### src/hw/rtl/ffst_pkg.sv
`default_nettype none

package ffst_pkg;

	typedef enum logic [1:0] {
		OP_ADD    = 2'd0,
		OP_REMOVE = 2'd1,
		OP_ACCESS = 2'd2,
		OP_QUERY  = 2'd3
	} ffst_op_t;

	typedef enum logic [1:0] {
		ST_OK        = 2'd0,
		ST_FULL      = 2'd1,
		ST_BAD_INDEX = 2'd2,
		ST_EMPTY     = 2'd3
	} ffst_status_t;

	typedef enum logic {
		S_IDLE = 1'b0,
		S_EXEC = 1'b1
	} ffst_state_t;

	// Register index taken from the word address of the configuration port.
	localparam logic REG_SLOT_COUNT = 1'b0;

	localparam int COUNT_W        = 7;
	localparam int INDEX_W        = 6;
	localparam int ELEM_W         = 32;
	localparam logic [COUNT_W-1:0] SLOT_COUNT_RESET = 7'd64;

	typedef struct packed {
		logic [1:0]        opcode;
		logic [INDEX_W-1:0] slot_index;
		logic [ELEM_W-1:0]  element_in;
	} ffst_item_t;

	typedef struct packed {
		logic [1:0]        status;
		logic [INDEX_W-1:0] slot_out;
		logic [ELEM_W-1:0]  element_out;
		logic              is_empty;
	} ffst_result_t;

	typedef struct packed {
		logic load;
		logic exec;
		logic clear;
	} ffst_cmd_t;

endpackage

`default_nettype wire

### src/hw/rtl/ffst_ctrl.sv
`default_nettype none

module ffst_ctrl (
	input  wire logic              clk,
	input  wire logic              arst_n,
	input  wire logic              start,
	input  wire logic              cfg_clear,
	output logic                   busy,
	output ffst_pkg::ffst_cmd_t    cmd
);

	ffst_pkg::ffst_state_t state_q;
	ffst_pkg::ffst_state_t state_d;

	always_ff @(posedge clk or negedge arst_n) begin
		if (!arst_n) begin
			state_q <= ffst_pkg::S_IDLE;
		end else begin
			state_q <= state_d;
		end
	end

	always_comb begin
		state_d   = state_q;
		busy      = 1'b0;
		cmd.load  = 1'b0;
		cmd.exec  = 1'b0;
		cmd.clear = cfg_clear;
		unique case (state_q)
			ffst_pkg::S_IDLE: begin
				if (start) begin
					cmd.load = 1'b1;
					state_d  = ffst_pkg::S_EXEC;
				end
			end
			ffst_pkg::S_EXEC: begin
				busy     = 1'b1;
				cmd.exec = 1'b1;
				state_d  = ffst_pkg::S_IDLE;
			end
			default: begin
				state_d = ffst_pkg::S_IDLE;
			end
		endcase
	end

	a_load_then_busy: assert property (@(posedge clk) disable iff (!arst_n)
		cmd.load |=> busy && cmd.exec)
		else $error("accepted item did not enter execution");

	a_exec_one_cycle: assert property (@(posedge clk) disable iff (!arst_n)
		busy |=> !busy)
		else $error("execution lasted more than one cycle");

	a_no_load_when_busy: assert property (@(posedge clk) disable iff (!arst_n)
		busy |-> !cmd.load)
		else $error("item loaded while busy");

endmodule

`default_nettype wire

### src/hw/rtl/ffst_datapath.sv
`default_nettype none

module ffst_datapath #(
	parameter int SLOTS        = 64,
	parameter int ELEMENT_BITS = 32
) (
	input  wire logic                         clk,
	input  wire logic                         arst_n,
	input  wire ffst_pkg::ffst_cmd_t          cmd,
	input  wire ffst_pkg::ffst_item_t         item,
	input  wire logic [ffst_pkg::COUNT_W-1:0] slot_count,
	output logic                              done,
	output ffst_pkg::ffst_result_t            result
);

	// A 7-bit count never reaches more than 127 slots, so storage is capped at 128 slots.
	localparam int USED      = (SLOTS < 128) ? SLOTS : 128;
	localparam int IDX_W     = (USED > 1) ? $clog2(USED) : 1;
	localparam int MEM_DEPTH = 1 << IDX_W;
	localparam int IW        = ffst_pkg::INDEX_W;
	localparam int EW        = ffst_pkg::ELEM_W;

	logic [USED-1:0]         free_q;
	logic [ELEMENT_BITS-1:0] mem [MEM_DEPTH];
	logic [ELEMENT_BITS-1:0] rd_q;

	logic [1:0]              op_q;
	logic [IW-1:0]           idx_q;
	logic [ELEMENT_BITS-1:0] elem_q;

	logic                    done_q;
	ffst_pkg::ffst_result_t  res_q;
	ffst_pkg::ffst_result_t  res_d;

	logic [7:0]              eff_count;
	logic                    in_range;
	logic [USED-1:0]         avail;
	logic                    found;
	logic [IDX_W-1:0]        first_idx;
	logic [IDX_W-1:0]        idx_addr;
	logic [IDX_W-1:0]        rd_addr;
	logic [IDX_W+IW-1:0]     idx_ext;
	logic [IDX_W+IW-1:0]     in_idx_ext;
	logic [IDX_W+IW-1:0]     first_ext;
	logic [ELEMENT_BITS+EW-1:0] elem_ext;
	logic [ELEMENT_BITS+EW-1:0] rd_ext;
	logic                    wr_en;
	logic                    set_free;
	logic                    clr_free;

	always_comb begin
		if ({1'b0, slot_count} > 8'(USED)) begin
			eff_count = 8'(USED);
		end else begin
			eff_count = {1'b0, slot_count};
		end
	end

	assign idx_ext    = {{IDX_W{1'b0}}, idx_q};
	assign in_idx_ext = {{IDX_W{1'b0}}, item.slot_index};
	assign idx_addr   = idx_ext[IDX_W-1:0];
	assign rd_addr    = in_idx_ext[IDX_W-1:0];
	assign in_range   = {2'b00, idx_q} < eff_count;
	assign elem_ext   = {{ELEMENT_BITS{1'b0}}, item.element_in};
	assign rd_ext     = {{EW{1'b0}}, rd_q};
	assign first_ext  = {{IW{1'b0}}, first_idx};

	// Only slots below the effective count take part in the search.
	always_comb begin
		for (int i = 0; i < USED; i++) begin
			avail[i] = free_q[i] && (8'(i) < eff_count);
		end
	end

	always_comb begin
		found     = 1'b0;
		first_idx = '0;
		for (int i = USED - 1; i >= 0; i--) begin
			if (avail[i]) begin
				found     = 1'b1;
				first_idx = IDX_W'(i);
			end
		end
	end

	always_comb begin
		res_d.status      = ffst_pkg::ST_OK;
		res_d.slot_out    = idx_q;
		res_d.element_out = '0;
		res_d.is_empty    = 1'b0;
		wr_en             = 1'b0;
		set_free          = 1'b0;
		clr_free          = 1'b0;
		if (ffst_pkg::ffst_op_t'(op_q) == ffst_pkg::OP_ADD) begin
			if (found) begin
				res_d.slot_out = first_ext[IW-1:0];
				wr_en          = cmd.exec;
				clr_free       = cmd.exec;
			end else begin
				res_d.status   = ffst_pkg::ST_FULL;
				res_d.slot_out = '0;
			end
		end else if (!in_range) begin
			res_d.status = ffst_pkg::ST_BAD_INDEX;
		end else begin
			unique case (ffst_pkg::ffst_op_t'(op_q))
				ffst_pkg::OP_REMOVE: begin
					set_free = cmd.exec;
				end
				ffst_pkg::OP_ACCESS: begin
					if (free_q[idx_addr]) begin
						res_d.status = ffst_pkg::ST_EMPTY;
					end else begin
						res_d.element_out = rd_ext[EW-1:0];
					end
				end
				ffst_pkg::OP_QUERY: begin
					res_d.is_empty = free_q[idx_addr];
				end
				default: begin
					res_d.status = ffst_pkg::ST_OK;
				end
			endcase
		end
	end

	always_ff @(posedge clk) begin
		if (cmd.load) begin
			op_q   <= item.opcode;
			idx_q  <= item.slot_index;
			elem_q <= elem_ext[ELEMENT_BITS-1:0];
			rd_q   <= mem[rd_addr];
		end
		if (wr_en) begin
			mem[first_idx] <= elem_q;
		end
		if (cmd.exec) begin
			res_q <= res_d;
		end
	end

	always_ff @(posedge clk or negedge arst_n) begin
		if (!arst_n) begin
			free_q <= '1;
			done_q <= 1'b0;
		end else begin
			done_q <= cmd.exec;
			if (cmd.clear) begin
				free_q <= '1;
			end else if (clr_free) begin
				free_q[first_idx] <= 1'b0;
			end else if (set_free) begin
				free_q[idx_addr] <= 1'b1;
			end
		end
	end

	assign done   = done_q;
	assign result = res_q;

	a_clear_frees_all: assert property (@(posedge clk) disable iff (!arst_n)
		cmd.clear |=> (&free_q))
		else $error("count write left a slot occupied");

	a_add_takes_slot: assert property (@(posedge clk) disable iff (!arst_n)
		(cmd.exec && wr_en) |=> (!free_q[$past(first_idx)] && done_q
			&& res_q.status == ffst_pkg::ST_OK))
		else $error("successful add did not occupy its slot");

	a_full_means_none_free: assert property (@(posedge clk) disable iff (!arst_n)
		(cmd.exec && ffst_pkg::ffst_op_t'(op_q) == ffst_pkg::OP_ADD && !found)
			|=> (done_q && res_q.status == ffst_pkg::ST_FULL))
		else $error("full add not reported as full");

	a_error_no_data: assert property (@(posedge clk) disable iff (!arst_n)
		(done_q && res_q.status != ffst_pkg::ST_OK)
			|-> (res_q.element_out == '0 && !res_q.is_empty))
		else $error("error result carries data");

endmodule

`default_nettype wire

### src/hw/rtl/first_free_slot_table.sv
`default_nettype none

// Slot table allocator. An item is taken when start is high and busy is low;
// busy then stays high for one cycle while the free-slot search and the table
// update run, and the result appears on result with done high for exactly one
// cycle after that. The receiver cannot stall: a result must be taken in the
// cycle done is high. A new item may be started in the same cycle that done
// shows the previous result, but not while busy is high; the element memory
// is read into a register when an item is accepted.
// Writing slot_count (register 0, byte address 0) marks every slot empty at
// once; write it only while the block is idle.
module first_free_slot_table #(
	parameter int SLOTS        = 64,
	parameter int ELEMENT_BITS = 32
) (
	input  wire logic                   clk,
	input  wire logic                   arst_n,
	input  wire logic                   start,
	output logic                        busy,
	input  wire ffst_pkg::ffst_item_t   item,
	output logic                        done,
	output ffst_pkg::ffst_result_t      result,
	input  wire logic                   psel,
	input  wire logic                   penable,
	input  wire logic                   pwrite,
	input  wire logic [2:0]             paddr,
	input  wire logic [31:0]            pwdata,
	output logic [31:0]                 prdata,
	output logic                        pready
);

	logic [ffst_pkg::COUNT_W-1:0] slot_count_q;
	logic                         cfg_wr;
	ffst_pkg::ffst_cmd_t          cmd;

	assign pready = 1'b1;
	assign cfg_wr = psel && penable && pwrite && pready
		&& (paddr[2] == ffst_pkg::REG_SLOT_COUNT);

	always_ff @(posedge clk or negedge arst_n) begin
		if (!arst_n) begin
			slot_count_q <= ffst_pkg::SLOT_COUNT_RESET;
		end else if (cfg_wr) begin
			slot_count_q <= pwdata[ffst_pkg::COUNT_W-1:0];
		end
	end

	always_comb begin
		if (paddr[2] == ffst_pkg::REG_SLOT_COUNT) begin
			prdata = {{(32 - ffst_pkg::COUNT_W){1'b0}}, slot_count_q};
		end else begin
			prdata = '0;
		end
	end

	ffst_ctrl u_ctrl (
		.clk       (clk),
		.arst_n    (arst_n),
		.start     (start),
		.cfg_clear (cfg_wr),
		.busy      (busy),
		.cmd       (cmd)
	);

	ffst_datapath #(
		.SLOTS        (SLOTS),
		.ELEMENT_BITS (ELEMENT_BITS)
	) u_datapath (
		.clk        (clk),
		.arst_n     (arst_n),
		.cmd        (cmd),
		.item       (item),
		.slot_count (slot_count_q),
		.done       (done),
		.result     (result)
	);

endmodule

`default_nettype wire

### config.mk
export PLATFORM = sky130hd
export DESIGN_NAME = first_free_slot_table
export DESIGN_NICKNAME = d
export VERILOG_FILES = /design/src/hw/rtl/ffst_pkg.sv /design/src/hw/rtl/ffst_ctrl.sv /design/src/hw/rtl/ffst_datapath.sv /design/src/hw/rtl/first_free_slot_table.sv
export SDC_FILE = /design/constraint.sdc
export NUM_CORES = 2
export LEC_CHECK = 0
export ABC_CLOCK_PERIOD_IN_PS = 7800
export BUFFER_PORTS_ARGS = -buffer_cell sky130_fd_sc_hd__buf_2
export CORE_MARGIN = 10
export CORE_UTILIZATION = 54
export DETAILED_ROUTE_END_ITERATION = 6
export PLACE_DENSITY = 0.7
export SYNTH_ARGS = -nofsm -noshare
export SYNTH_HDL_FRONTEND = slang
export SYNTH_SLANG_ARGS = --single-unit
### constraint.sdc
create_clock -name clk -period 7.8 [get_ports clk]
set_input_delay 1.56 -clock clk [delete_from_list [all_inputs] [get_ports clk]]
set_output_delay 1.56 -clock clk [all_outputs]
set_load 0.05 [all_outputs]
==> impl_metrics.json <==
{
  "outcome": "finished clean",
  "cts_sinks": 2234,
  "worstMarginPinSlew_ps": 1310,
  "hold_violations": 0,
  "crit_arrival_ps": 6460,
  "cp-start-kind": "register",
  "yosys_warnings": 0,
  "fin_ws_ps": 1850,
  "dieArea_mm2": 0.179,
  "cts_buffers": 215,
  "path_cells": "buf_4 -> o41ai_1 -> a31oi_1 -> a31o_2 -> a2111oi_0 -> o31a_1 -> o21ai_2 -> or3_1 -> nor2_4 -> buf_4",
  "post_drt_wl_per_cell_um": 32.5,
  "yosysSeqAreaShare_pct": 76.1,
  "root_buffer": "clkbuf_16",
  "cts.path.max_buffers": 3,
  "syn_to_final_growth_pct": 12.9,
  "fmax_mhz": 168,
  "drtPass1Iterations": 6,
  "p_per_area_mw_per_mm2": 255,
  "path_max_fanout": 21,
  "via_count": 42519,
  "ios": 157,
  "drtIter0Drc": 5204,
  "max_stage_delay_ps": 950,
  "crit_top_cell": "buf_4",
  "clkLatencyLatePin_ps": 850,
  "grt.overflow.total": 0,
  "period_minus_slack_ps": 5950,
  "clock_skew_ps": 51.0,
  "die-height_um": 423,
  "pre_cts_slack_ps": 1970,
  "design.core.area_mm2": 0.161,
  "slew_viol_final": 0,
  "nNetsFinal": 4266,
  "die_w_um": 423,
  "post-route-period-util_pct": 76.2,
  "slew_headroom_pct": 11.9,
  "worstPathRequired_ps": 8310,
  "h-tree-depth": 4,
  "crit_slowest_cell": "nor2_4",
  "via_per_inst": 6.52,
  "wl_um": 212000,
  "whs_ps": 517,
  "syn_avg_cell_area_um2": 22.4,
  "first_global_vias": 43011,
  "setup.worst_path.end_class": "register",
  "drtAntennaViolNets": 0,
  "p_leak_nw": 30.9,
  "initial_core_util_pct": 54.5,
  "netlist_instances": 3921,
  "fp-row-count": 147,
  "drc_errors": 0,
  "synth_ff_type": "edfxtp_1",
  "rsz0062_at_grt": "no",
  "cts_tree": "yes",
  "antenna_found_initial": 11,
  "final_layout_size_suffix_gt1_share_pct": 32.4,
  "synth_seq_cells": 2234,
  "maxCapViolCount": 0,
  "netlist_area_mm2": 0.0878,
  "synth_edf_count": 2161,
  "grt_pass1_wl_um": 309000,
  "grtUsageTotal_pct": 23.6,
  "hold_buffers": 0,
  "ys_async_sr_fraction_pct": 3.27,
  "ys_types": 82,
  "hold_class": "reg -> reg",
  "fillCellCount": 10973,
  "post_cts.repair.setup_buffers": 0,
  "setup.worst_path.class": "reg -> reg",
  "ir_worst_vdd_v": 0.000242,
  "setup_violations": 0,
  "clk_pin_slew_ps": 60,
  "critPathTopFamily": "compound AO/OA/AOI/OAI gates",
  "io_buffers": 103,
  "grt_max_degree": 131,
  "cts_resized": 0,
  "dp_hpwl_um": 123000,
  "fin_setup_tns_ps": 0,
  "place_congestion": 0.924,
  "cp.buffers_inverters": 2
}
==> per-layer routing <==
metal | track usage [%] | routed length [µm]
met1 | 33.8 | 84600
met2 | 37.6 | 104000
met3 | 4.57 | 18000
met4 | 6.38 | 5630
met5 | 0 | 12
==> sequential cells by signal, indices dropped and copies added (netlist names) <==
name                 cells
u_datapath.rd_q         32
u_datapath.result       41
u_datapath.idx_addr      6
u_ctrl.state_q           1
u_datapath.free_q       64
u_datapath.op_q          2
slot_count_q             7
u_datapath.elem_q       32
u_datapath.done          1
u_datapath.mem        2048
==> per-stage QoR <==
| stage | instance area (µm²) | power, mW | util, % | std cells |
|---|---|---|---|---|
| floorplan | 87900 | 14.7 | - | 3945 |
| global placement | 92100 | 15.3 | 57.1 | 6123 |
| detailed placement | 92100 | 15.3 | 57.1 | 6123 |
| CTS | 99000 | 25.4 | 61.5 | 6518 |
| global route | 99000 | 26.0 | 61.5 | 6518 |
| finish | 99000 | 25.3 | 61.5 | 6520 |
==> layout make-up <==
type	count	area (µm²)	area share [%]
clock buffer	252	5520	5.57
clock inverter	143	1450	1.46
timing repair buffer	260	2070	2.09
tap	2160	2700	2.73
sequential	2234	66800	67.4
antenna	2	5.00	0.00505
inverter	18	67.6	0.0682
multi-input combinational	1451	20400	20.6
==> placed cells by master, fill, tap and decap left out, drive strengths merged, types with 14 or more instances in the layout <==
master	netlist	routed
a311oi	19	19
mux2	14	14
nand3	18	18
nor2b	15	15
a211oi	53	53
inv	18	24
mux2i	18	18
a21oi	95	95
o21ai	63	63
clkinv	0	113
clkbuf	126	253
and2	41	41
conb	2	26
bufinv	0	19
nor3	32	32
buf	116	259
dfstp	65	65
nor2	112	112
nand2	58	58
edfxtp	2161	2161
mux4	670	670
nand2b	15	15
a31oi	16	16
==> synth_stat cells (6+ instances only) <==
master | instances | area (µm²)
edfxtp_1 | 2161 | 64900
mux4_2 | 670 | 15100
clkbuf_1 | 126 | 473
nor2_1 | 106 | 398
a21oi_1 | 95 | 475
buf_1 | 67 | 251
dfstp_2 | 65 | 1710
nand2_1 | 58 | 218
o21ai_0 | 58 | 290
a211oi_1 | 51 | 383
and2_1 | 40 | 250
buf_4 | 31 | 233
nor3_1 | 27 | 135
a311oi_1 | 18 | 158
buf_2 | 18 | 90.1
inv_1 | 18 | 67.6
mux2i_1 | 18 | 180
nand3_1 | 18 | 90.1
a31oi_1 | 15 | 93.8
nand2b_1 | 15 | 93.8
nor2b_1 | 15 | 93.8
mux2_2 | 14 | 158
o211ai_1 | 11 | 82.6
a221oi_1 | 10 | 87.6
a22oi_1 | 10 | 75.1
a21o_1 | 9 | 67.6
o21a_1 | 9 | 67.6
o22ai_1 | 9 | 56.3
o31ai_1 | 9 | 67.6
dfrtp_1 | 8 | 200
or3_1 | 8 | 50.1
a21boi_0 | 6 | 45.0
and3_1 | 6 | 37.5
nor2_2 | 6 | 37.5
==> path summary, 6_finish.rpt <==
| path | slack [ps] | from | endpoint | depth (start not counted) |
|---|---|---|---|---|
| max | 1850 | slot_count_q[5] | u_datapath.mem[42][14] | 10 |
| min | 520 | u_datapath.rd_q[7] | u_datapath.result[8] | 1 |
| max reg2reg | 1850 | slot_count_q[5] | u_datapath.mem[42][14] | 10 |
| min reg2reg | 520 | u_datapath.rd_q[7] | u_datapath.result[8] | 1 |
| max in group asynchronous | 6080 | arst_n | u_ctrl.state_q | 2 |
| min in group asynchronous | 920 | arst_n | slot_count_q[2] | 2 |
==> where the power goes <==
part	internal [mW]	leakage, nW	switching [mW]	total (mW)
Combinational	0.613	7.27	1.07	1.69
Clock	5.72	3.38	4.49	10.2
Sequential	13.3	20.3	0.107	13.4
Total	19.6	30.9	5.67	25.3
==> cells by family after synthesis <==
group | count (synthesis) | synth area share, %
flops | 2234 | 76.1
buf+inv | 260 | 1.27
other cells | 2 | 0.00856
compound gates | 374 | 2.89
fa+ha+maj | 5 | 0.0713
mux | 702 | 17.6
simple gates | 344 | 2.07
Note: power is estimated with default switching activity, not from simulation.
